**src/hdl/hgnf_pkg.sv**
```systemverilog
// Shared codes, types and helpers for the height grid neighbour filter.
`timescale 1ns / 1ps
`default_nettype none

package hgnf_pkg;

    // Operation codes of the input opcode field
    localparam logic [1:0] OP_WRITE  = 2'd0;
    localparam logic [1:0] OP_READ   = 2'd1;
    localparam logic [1:0] OP_QUERY  = 2'd2;
    localparam logic [1:0] OP_IGNORE = 2'd3;

    // Result status codes
    localparam logic [1:0] ST_OK   = 2'd0;
    localparam logic [1:0] ST_OOB  = 2'd1;
    localparam logic [1:0] ST_NONE = 2'd2;

    // Configuration register indexes
    localparam logic [1:0] CFG_WIDTH     = 2'd0;
    localparam logic [1:0] CFG_DEPTH     = 2'd1;
    localparam logic [1:0] CFG_THRESHOLD = 2'd2;

    // Neighbour directions, in result order; also bit positions of the mask
    localparam logic [1:0] DIR_UP    = 2'd0;
    localparam logic [1:0] DIR_DOWN  = 2'd1;
    localparam logic [1:0] DIR_RIGHT = 2'd2;
    localparam logic [1:0] DIR_LEFT  = 2'd3;

    localparam int Q_DEPTH = 2;

    typedef struct packed {
        logic [1:0]         op;
        logic               oob;
        logic [5:0]         x;
        logic [5:0]         y;
        logic [3:0]         nmask;
        logic signed [15:0] hin;
    } t_cmd;

    typedef enum logic [2:0] {
        S_CLEAR,
        S_IDLE,
        S_READ,
        S_CENTRE,
        S_NBR,
        S_FINAL
    } t_state;

    // Lowest set direction in a neighbour mask
    function automatic logic [1:0] first_dir(input logic [3:0] m);
        logic [1:0] d;
        d = 2'd0;
        for (int i = 3; i >= 0; i--) begin
            if (m[i]) begin
                d = 2'(i);
            end
        end
        return d;
    endfunction

endpackage

`default_nettype wire

```
**src/hdl/hgnf_front.sv**
```systemverilog
// Front end: accepts input beats, checks bounds and builds the queue entry.
`timescale 1ns / 1ps
`default_nettype none

module hgnf_front #(
    parameter int MAX_SIDE = 64
) (
    input  wire logic                    i_in_valid,
    input  wire logic                    i_hold,
    input  wire logic [1:0]              i_opcode,
    input  wire logic [5:0]              i_pos_x,
    input  wire logic [5:0]              i_pos_y,
    input  wire logic signed [15:0]      i_height_in,
    input  wire logic [6:0]              i_grid_width,
    input  wire logic [6:0]              i_grid_depth,
    output logic [((($clog2(MAX_SIDE + 1)) > 7) ? $clog2(MAX_SIDE + 1) : 7)-1:0] o_eff_width,
    output logic                         o_push,
    output hgnf_pkg::t_cmd               o_cmd,
    output logic [$clog2(MAX_SIDE * MAX_SIDE)-1:0] o_idx
);

    localparam int CELLS = MAX_SIDE * MAX_SIDE;
    localparam int AW    = $clog2(CELLS);
    localparam int SW    = $clog2(MAX_SIDE + 1);
    localparam int CW    = (SW > 7) ? SW : 7;
    localparam int PW    = CW + 7;

    logic [CW-1:0] eff_w;
    logic [CW-1:0] eff_d;
    logic [CW-1:0] x_ext;
    logic [CW-1:0] y_ext;
    logic [PW-1:0] lin;

    always_comb begin
        // geometry above the store size acts as the store size
        eff_w = (CW'(i_grid_width) > CW'(MAX_SIDE)) ? CW'(MAX_SIDE) : CW'(i_grid_width);
        eff_d = (CW'(i_grid_depth) > CW'(MAX_SIDE)) ? CW'(MAX_SIDE) : CW'(i_grid_depth);
        x_ext = CW'(i_pos_x);
        y_ext = CW'(i_pos_y);
        lin   = PW'(i_pos_y) * PW'(eff_w) + PW'(i_pos_x);

        o_cmd.op    = i_opcode;
        o_cmd.oob   = !((x_ext < eff_w) && (y_ext < eff_d));
        o_cmd.x     = i_pos_x;
        o_cmd.y     = i_pos_y;
        o_cmd.hin   = i_height_in;
        o_cmd.nmask[hgnf_pkg::DIR_UP]    = (y_ext + CW'(1)) < eff_d;
        o_cmd.nmask[hgnf_pkg::DIR_DOWN]  = (i_pos_y != 6'd0);
        o_cmd.nmask[hgnf_pkg::DIR_RIGHT] = (x_ext + CW'(1)) < eff_w;
        o_cmd.nmask[hgnf_pkg::DIR_LEFT]  = (i_pos_x != 6'd0);

        o_idx       = AW'(lin);
        o_eff_width = eff_w;
        // drop unused opcodes at the door
        o_push = i_in_valid && !i_hold && (i_opcode != hgnf_pkg::OP_IGNORE);
    end

endmodule

`default_nettype wire

```
**config.mk**
```make
export PLATFORM = sky130hd
export DESIGN_NAME = hgnf_front
export DESIGN_NICKNAME = d
export VERILOG_FILES = /design/src/hdl/hgnf_pkg.sv /design/src/hdl/hgnf_front.sv
export SDC_FILE = /design/constraint.sdc
export NUM_CORES = 1
export LEC_CHECK = 0
export BUFFER_PORTS_ARGS = -buffer_cell sky130_fd_sc_hd__buf_2
export CAP_MARGIN = 10
export CORE_MARGIN = 1.5
export CORE_UTILIZATION = 45
export DETAILED_ROUTE_END_ITERATION = 8
export GPL_TIMING_DRIVEN = 0
export PLACE_DENSITY = 0.72
export SYNTH_ARGS = -nofsm -noshare
export SYNTH_HDL_FRONTEND = slang
export SYNTH_SLANG_ARGS = --single-unit
```
**constraint.sdc**
```tcl
create_clock -name vclk -period 8.15
set_input_delay 1.2225 -clock vclk [all_inputs]
set_output_delay 1.2225 -clock vclk [all_outputs]
set_load 0.005 [all_outputs]
```
==> qor.yml <==
grt_use_total_pct: 17.9
hold_buffers: 0
grt_pass1_vias: 2124
pre_cts_ws_ps: 895
required_ps: 6930
fmax_mhz: 137
vias: 2304
area_delta_synth_final_pct: 20.6
period_share_pct: 89.4
postCtsSetupBuffers: 0
ctsResizeCount: 0
overflow: 0
yosys_warnings: 0
synth_top_area_cell: "ha_1"
dieArea_mm2: 0.00598
cp_max_fo: 10
clockBufferCount: 0
regArea_um2: 0
ys_seq_area_share_pct: 0
status: "complete, no violations"
drc: 0
synth_area_per_cell_um2: 8.07
drive_gt1_share_pct: 30.3
mostFrequentLayoutCells: "buf_2, ha_1, inv_1"
synthCells: 308
cp-start-kind: "primary input"
maxCapViolCount: 0
drt_iter0_markers: 82
grt_max_degree: 11
rsz0062_at_grt: "no"
yosys-top-cells-area: "ha_1, fa_1, buf_4"
synth_cell_type_count: 36
design_area_mm2: 0.00300
portBuffers: 85
p_per_area_mw_per_mm2: 85.6
layout_commonest_cell: "buf_2"
yosysTopAreaCellShare_pct: 28.2
tns_ps: 0
core_area_mm2: 0.00520
worstSetupEndpointType: "output port"
antenna_found_initial: 0
hold_path_class: "in2out"
tightest_slew_ps: 456
dpl_cell_area_mm2: 0.00300
viasPerCell: 4.98
n_sequential_cell: 0
p_leak_nw: 1.69
max_slew_margin_pct: 69.5
dp.final_hpwl_um: 4660
setup_violations: 0
finalWorstSetupSlack_ps: 865
die_y_um: 77.3
drt-total-wl_um: 5350
rows: 26
grt_first_pass_wirelength_um: 9180
hold_viol: 0
firstDrtPassIters: 4
ir_worst_vdd_uv: 106
crit_type: "in2out"
finalNetCount: 520
hp-start: "i_height_in[3]"
crit_path_start: "i_grid_width[6]"
num_antenna_cells: 0
layout_min_cycle_time_ps: 7280
netlist_area_mm2: 0.00248
wl_per_cell_um: 11.5
start_util_pct: 47.7
finalPower_mw: 0.257
globalplace.congestion: 0.808
utilization_pct: 57.6
die_w_um: 77.3
crit_arrival_ps: 6060
ant_nets: 0
timing.final.max_slew_violations: 0
ioPinCount: 101
synth_nets: 433
routing by layer:
layer | part of all wire, % | global-route usage [%] | wire, um
met1 | 45 | 24.5 | 2390
met3 | 6.2 | 1.43 | 334
met5 | 0 | 0 | 0
met4 | 0.28 | 1.09 | 15
met2 | 49 | 31.8 | 2600
worst max-delay path, stage by stage:
cell and delay [ps]:
buf_2 120, clkbuf_1 370, nor2b_1 220, and2_1 230
fa_1 530, inv_1 50, fa_1 470, inv_1 50
fa_1 530, inv_1 50, fa_1 500, inv_1 40
ha_1 350, or4_4 550, o21ai_2 80, a21oi_2 70
or4_1 410, nand4_1 100, buf_2 120
final cells by class:
| class | instances | area (um2) |
|---|---|---|
| Tap cell | 70 | 87.6 |
| Buffer | 38 | 255 |
| Inverter | 41 | 154 |
| Fill cell | 522 | 2210 |
| Timing Repair Buffer | 85 | 425 |
| Multi-Input combinational cell | 229 | 2080 |
synth_stat cells (4+ instances only):
cell and number:
ha_1 56, inv_1 39, buf_4 30, and2_1 26, fa_1 23, nand2_1 16
xnor2_1 16, a21oi_1 13, nor2_1 12, clkbuf_1 8, a21o_1 6, nand3_1 6
nor2b_1 6, nor3_1 6, a31oi_1 4, nand4_1 4, xor2_1 4
stage by stage:
step	std cells	hold WS (ps)
2_1_floorplan	308	2470
3_3_place_gp	463	2610
3_5_place_dp	463	2610
4_1_cts	463	2610
5_1_grt	463	2610
6_report	463	2610
power breakdown:
group          internal, mW  leakage, nW  total (mW)  switching [mW]
logic                 0.128         1.69       0.257           0.129
registers                 0            0           0               0
clock network             0            0           0               0
total                 0.128         1.69       0.257           0.129
worst paths after layout:
check / slack [ps] / cells past startpoint / endpoint
setup / recovery: 870 / 19 / o_idx[10]
hold / removal: 2610 / 2 / o_cmd[3]
logic make-up (layout without fill, tap and decap cells):
family / Yosys count / after routing / share of synthesized area, %
AND/OR/NAND/NOR: 89 / 89 / 19.3
adder cells (fa/ha/maj): 79 / 79 / 46.7
buffers and inverters: 79 / 164 / 16.5
XOR/XNOR: 20 / 20 / 7.05
AO/OA/AOI/OAI: 41 / 41 / 10.5
Note: power is estimated with default switching activity, not from simulation.
