==> config.mk <==
export PLATFORM = sky130hd
export DESIGN_NAME = hgnf_queue
export DESIGN_NICKNAME = d
export VERILOG_FILES = /design/src/hdl/hgnf_pkg.sv /design/src/hdl/hgnf_queue.sv
export SDC_FILE = /design/constraint.sdc
export NUM_CORES = 1
export LEC_CHECK = 0
export BUFFER_PORTS_ARGS = -buffer_cell sky130_fd_sc_hd__buf_4
export CAP_MARGIN = 0
export CORE_ASPECT_RATIO = 1.75
export CORE_UTILIZATION = 32
export DETAILED_ROUTE_END_ITERATION = 16
export PLACE_DENSITY = 0.53
export SLEW_MARGIN = 20
export SYNTH_ARGS = -nofsm -noshare
export SYNTH_HDL_FRONTEND = slang
export SYNTH_SLANG_ARGS = --single-unit
==> constraint.sdc <==
create_clock -name i_clk -period 1.4 [get_ports i_clk]
set_input_delay 0 -clock i_clk [delete_from_list [all_inputs] [get_ports i_clk]]
set_output_delay 0 -clock i_clk [all_outputs]
set_load 0.05 [all_outputs]
==> src/hdl/hgnf_pkg.sv <==
// Shared codes, types and helpers for the height grid neighbour filter.
`timescale 1ns / 1ps
`default_nettype none

package hgnf_pkg;

    // Operation codes of the input opcode field
    localparam logic [1:0] OP_WRITE  = 2'd0;
    localparam logic [1:0] OP_READ   = 2'd1;
    localparam logic [1:0] OP_QUERY  = 2'd2;
    localparam logic [1:0] OP_IGNORE = 2'd3;

    // Result status codes
    localparam logic [1:0] ST_OK   = 2'd0;
    localparam logic [1:0] ST_OOB  = 2'd1;
    localparam logic [1:0] ST_NONE = 2'd2;

    // Configuration register indexes
    localparam logic [1:0] CFG_WIDTH     = 2'd0;
    localparam logic [1:0] CFG_DEPTH     = 2'd1;
    localparam logic [1:0] CFG_THRESHOLD = 2'd2;

    // Neighbour directions, in result order; also bit positions of the mask
    localparam logic [1:0] DIR_UP    = 2'd0;
    localparam logic [1:0] DIR_DOWN  = 2'd1;
    localparam logic [1:0] DIR_RIGHT = 2'd2;
    localparam logic [1:0] DIR_LEFT  = 2'd3;

    localparam int Q_DEPTH = 2;

    typedef struct packed {
        logic [1:0]         op;
        logic               oob;
        logic [5:0]         x;
        logic [5:0]         y;
        logic [3:0]         nmask;
        logic signed [15:0] hin;
    } t_cmd;

    typedef enum logic [2:0] {
        S_CLEAR,
        S_IDLE,
        S_READ,
        S_CENTRE,
        S_NBR,
        S_FINAL
    } t_state;

    // Lowest set direction in a neighbour mask
    function automatic logic [1:0] first_dir(input logic [3:0] m);
        logic [1:0] d;
        d = 2'd0;
        for (int i = 3; i >= 0; i--) begin
            if (m[i]) begin
                d = 2'(i);
            end
        end
        return d;
    endfunction

endpackage

`default_nettype wire

==> src/hdl/hgnf_queue.sv <==
// Short command queue between the front end and the memory sequencer.
`timescale 1ns / 1ps
`default_nettype none

module hgnf_queue #(
    parameter int DATA_W = 8
) (
    input  wire logic              i_clk,
    input  wire logic              i_rst_n,
    input  wire logic              i_push,
    input  wire logic [DATA_W-1:0] i_data,
    input  wire logic              i_pop,
    output logic                   o_full,
    output logic                   o_valid,
    output logic [DATA_W-1:0]      o_data
);

    localparam int PTRW = (hgnf_pkg::Q_DEPTH > 1) ? $clog2(hgnf_pkg::Q_DEPTH) : 1;
    localparam int CNTW = $clog2(hgnf_pkg::Q_DEPTH + 1);

    logic [DATA_W-1:0] r_slot [hgnf_pkg::Q_DEPTH];
    logic [PTRW-1:0]   r_wr;
    logic [PTRW-1:0]   r_rd;
    logic [CNTW-1:0]   r_cnt;
    logic [PTRW-1:0]   n_wr;
    logic [PTRW-1:0]   n_rd;
    logic [CNTW-1:0]   n_cnt;

    always_comb begin
        n_wr  = r_wr;
        n_rd  = r_rd;
        n_cnt = r_cnt;
        if (i_push) begin
            n_wr = (r_wr == PTRW'(hgnf_pkg::Q_DEPTH - 1)) ? '0 : r_wr + PTRW'(1);
        end
        if (i_pop) begin
            n_rd = (r_rd == PTRW'(hgnf_pkg::Q_DEPTH - 1)) ? '0 : r_rd + PTRW'(1);
        end
        if (i_push && !i_pop) begin
            n_cnt = r_cnt + CNTW'(1);
        end else if (i_pop && !i_push) begin
            n_cnt = r_cnt - CNTW'(1);
        end
    end

    always_ff @(posedge i_clk) begin
        if (!i_rst_n) begin
            r_wr  <= '0;
            r_rd  <= '0;
            r_cnt <= '0;
        end else begin
            r_wr  <= n_wr;
            r_rd  <= n_rd;
            r_cnt <= n_cnt;
        end
    end

    always_ff @(posedge i_clk) begin
        if (i_push) begin
            r_slot[r_wr] <= i_data;
        end
    end

    assign o_full  = (r_cnt == CNTW'(hgnf_pkg::Q_DEPTH));
    assign o_valid = (r_cnt != '0);
    assign o_data  = r_slot[r_rd];

endmodule

`default_nettype wire

==> impl_metrics.xml <==
<?xml version="1.0" encoding="UTF-8"?>
<metrics>
  <group name="logic_synthesis">
    <metric name="syn-num-nets" unit="">60</metric>
    <metric name="synth_seq_cells" unit="">21</metric>
    <metric name="post_synth_num_cell_types" unit="">16</metric>
    <metric name="yosys_warnings" unit="">0</metric>
    <metric name="syn-cell-area" unit="um2">797</metric>
    <metric name="synth_cells" unit="">47</metric>
    <metric name="post_synth_main_area_contributors" unit="">sky130_fd_sc_hd__edfxtp_1, sky130_fd_sc_hd__dfxtp_1, sky130_fd_sc_hd__mux2_2</metric>
    <metric name="synth_largest_type_area_fraction" unit="%">60.3</metric>
    <metric name="synth_largest_area_cell" unit="">sky130_fd_sc_hd__edfxtp_1</metric>
    <metric name="synthesis.area_per_instance" unit="um2">17.0</metric>
    <metric name="synth_seq_area_share" unit="%">72.8</metric>
  </group>
  <group name="timing">
    <metric name="clock-skew-final" unit="ns">0.000362</metric>
    <metric name="period_share" unit="%">88.3</metric>
    <metric name="finalCriticalPeriod" unit="ns">1.24</metric>
    <metric name="max_slew.worst_pin.slew" unit="ns">0.391</metric>
    <metric name="timing.fmax" unit="MHz">809</metric>
    <metric name="grt_setup_unrepaired" unit="">no</metric>
    <metric name="total_negative_slack" unit="ns">0</metric>
    <metric name="timing_max_transition_violations_final" unit="">0</metric>
    <metric name="slew_headroom" unit="%">74.0</metric>
    <metric name="finalSetupViolCount" unit="">0</metric>
    <metric name="finalHoldViolations" unit="">0</metric>
  </group>
  <group name="routing">
    <metric name="vias_per_cell" unit="">4.51</metric>
    <metric name="wl" unit="um">1280</metric>
    <metric name="route.vias.total" unit="">478</metric>
    <metric name="drc" unit="">0</metric>
    <metric name="detail_route.iter0.violations" unit="">14</metric>
    <metric name="routedWlPerCell" unit="um">12.0</metric>
    <metric name="detailedRoute.firstPassIterationCount" unit="">2</metric>
    <metric name="ant_nets" unit="">0</metric>
  </group>
  <group name="cells_and_area">
    <metric name="flow.area_growth_from_synthesis" unit="%">41.1</metric>
    <metric name="commonest_non_fill_non_tap_cells_in_the_layout" unit="">sky130_fd_sc_hd__buf_4, sky130_fd_sc_hd__edfxtp_1, sky130_fd_sc_hd__dlygate4sd3_1</metric>
    <metric name="final_core_util" unit="%">48.3</metric>
    <metric name="finalNetCount" unit="">95</metric>
    <metric name="commonest_non_fill_non_tap_cell_in_the_layout" unit="">sky130_fd_sc_hd__buf_4</metric>
    <metric name="layout-drive-gt1-share" unit="%">44.4</metric>
    <metric name="num_antenna_cells" unit="">0</metric>
  </group>
  <group name="power_and_ir_drop">
    <metric name="leakage" unit="nW">0.449</metric>
    <metric name="power_per_cell_area" unit="nW/um2">1280</metric>
    <metric name="report.power.total" unit="mW">1.44</metric>
    <metric name="ir_drop" unit="mV">0.594</metric>
  </group>
  <group name="global_routing">
    <metric name="grt_pass1_vias" unit="">463</metric>
    <metric name="total_grt_usage" unit="%">11.0</metric>
    <metric name="global_route.overflow_total" unit="">0</metric>
    <metric name="grt_start_max_net_pins" unit="">12</metric>
    <metric name="first_pass_grt_wire_length" unit="um">1950</metric>
    <metric name="grt_antenna_before_repair" unit="">0</metric>
  </group>
  <group name="status">
    <metric name="result_of_the_run" unit="">completed</metric>
  </group>
  <group name="die">
    <metric name="initial_utilization" unit="%">34.2</metric>
    <metric name="design.die.area" unit="um2">2700</metric>
    <metric name="die_h" unit="um">68.0</metric>
    <metric name="row_count" unit="">23</metric>
    <metric name="fp.dieW" unit="um">39.7</metric>
    <metric name="coreArea" unit="um2">2330</metric>
    <metric name="top_level_ports" unit="">22</metric>
  </group>
  <group name="clock_network">
    <metric name="worst_skew_pair.late_latency" unit="ns">0.25</metric>
    <metric name="clk_pin_slew_worst_paths" unit="ns">0.07</metric>
    <metric name="clock_tree.htree_level_count" unit="">1</metric>
    <metric name="tritoncts_clock_tree" unit="">built</metric>
    <metric name="postCtsSetupRepairBufs" unit="">0</metric>
    <metric name="cts_buffers" unit="">3</metric>
    <metric name="clk_root_buffer_cell" unit="">sky130_fd_sc_hd__clkbuf_8</metric>
    <metric name="cts_max_path_buffers" unit="">2</metric>
    <metric name="clock_sinks" unit="">21</metric>
  </group>
  <group name="setup_path">
    <metric name="critical_path.max_stage_delay" unit="ns">0.43</metric>
    <metric name="timing.critical_path.buf_inv" unit="">1</metric>
    <metric name="worstPathMaxFanout" unit="">8</metric>
    <metric name="crit_chain" unit="">mux2_2 &gt; buf_4</metric>
    <metric name="critical_path_end_type" unit="">primary output</metric>
    <metric name="setup.worst_path.class" unit="">reg2out</metric>
    <metric name="slowest_stage" unit="">sky130_fd_sc_hd__dfxtp_2</metric>
    <metric name="start_kind" unit="">flip-flop</metric>
    <metric name="arrival" unit="ns">1.24</metric>
    <metric name="critPathTopFamily" unit="">flip-flops</metric>
    <metric name="worst-endpoint-required" unit="ns">1.40</metric>
  </group>
  <group name="worst_hold_path">
    <metric name="hold_path_class" unit="">in2reg</metric>
  </group>
  <group name="flow_run">
    <metric name="maxCapViolCount" unit="">0</metric>
  </group>
  <group name="place">
    <metric name="place_hpwl" unit="um">926</metric>
    <metric name="place.port_buffers" unit="">21</metric>
    <metric name="gpl.final_weighted_congestion" unit="">0.578</metric>
  </group>
</metrics>
[cells by family (layout without fill, tap and decap cells)]
| family | Yosys count | count (layout) | share of synthesized area, % |
|---|---|---|---|
| compound gates | 3 | 3 | 2.51 |
| xor+xnor | 3 | 3 | 3.30 |
| fa+ha+maj | 1 | 1 | 1.57 |
| buf+inv | 2 | 36 | 1.10 |
| flops | 21 | 21 | 72.8 |
| mux | 8 | 8 | 11.3 |
| simple gates | 9 | 9 | 7.38 |
[layout make-up]
cell class / count / area [um2]
fill: 236 / 1210
clock buffer: 4 / 45.0
inverter: 1 / 3.75
timing repair buffer: 31 / 255
sequential: 21 / 582
multi-input combinational: 24 / 208
tap: 25 / 31.3
[repair_timing]
| item | 4_1_cts | 5_1_grt |
|---|---|---|
| hold buffers | 9 | 0 |
| hold endpoints to repair | 20 | 0 |
| gates resized for setup | 0 | 1 |
| setup endpoints to repair | 0 | 8 |
[stage by stage]
step           area, um2  hold WS [ns]  setup slack, ns  std cells
2_1_floorplan        797        0.0989            0.296         47
3_3_place_gp         988         0.185            0.295         93
3_5_place_dp         988         0.188            0.285         93
4_1_cts             1120        0.0761          0.00972        106
5_1_grt             1120        0.0809            0.104        106
6_report            1120        0.0771            0.163        106
[registers in the layout, summed over array words and instances (netlist names), named ones only]
register / count
r_slot: 16
r_rd: 1
r_cnt: 2
r_wr: 1
[synth_stat cells, drive strengths merged]
cell and instances:
o21a 1, nor2b 2, inv 1, or2 1
or3 1, dfxtp 5, buf 1, edfxtp 16
o21ai 1, xnor2 1, mux2 8, xor2 2
and2b 1, and2 4, a21boi 1, ha 1
[layer usage]
| metal | up-vias | global-route usage [%] | share of wire, % |
|---|---|---|---|
| li1 | 235 | - | - |
| met1 | 227 | 11.1 | 40 |
| met2 | 14 | 18.4 | 55 |
| met3 | 2 | 2.92 | 3.8 |
| met4 | 0 | 7.76 | 1.3 |
| met5 | - | 0 | 0 |
[path summary, 6_finish.rpt]
check / startpoint / end / slack [ns] / cells past startpoint
worst max-delay path: flip-flop / o_data[0] / 0.16 / 2
worst min-delay path: i_push / r_wr / 0.08 / 3
worst max register to register: r_wr / r_slot[1][0] / 0.35 / 1
worst min register to register: r_cnt[1] / r_cnt[1] / 0.52 / 2
[worst min-delay path, cell delays in order]
cell                      delay [ns]
sky130_fd_sc_hd__buf_4          0.10
sky130_fd_sc_hd__nor2b_1        0.04
sky130_fd_sc_hd__o21a_1         0.15
[power breakdown]
group          internal, mW  switching, mW
Clock                 0.202          0.176
Sequential            0.714         0.0255
Combinational         0.136          0.182
Total                  1.05          0.384
Power figures use the tool's default switching activity.
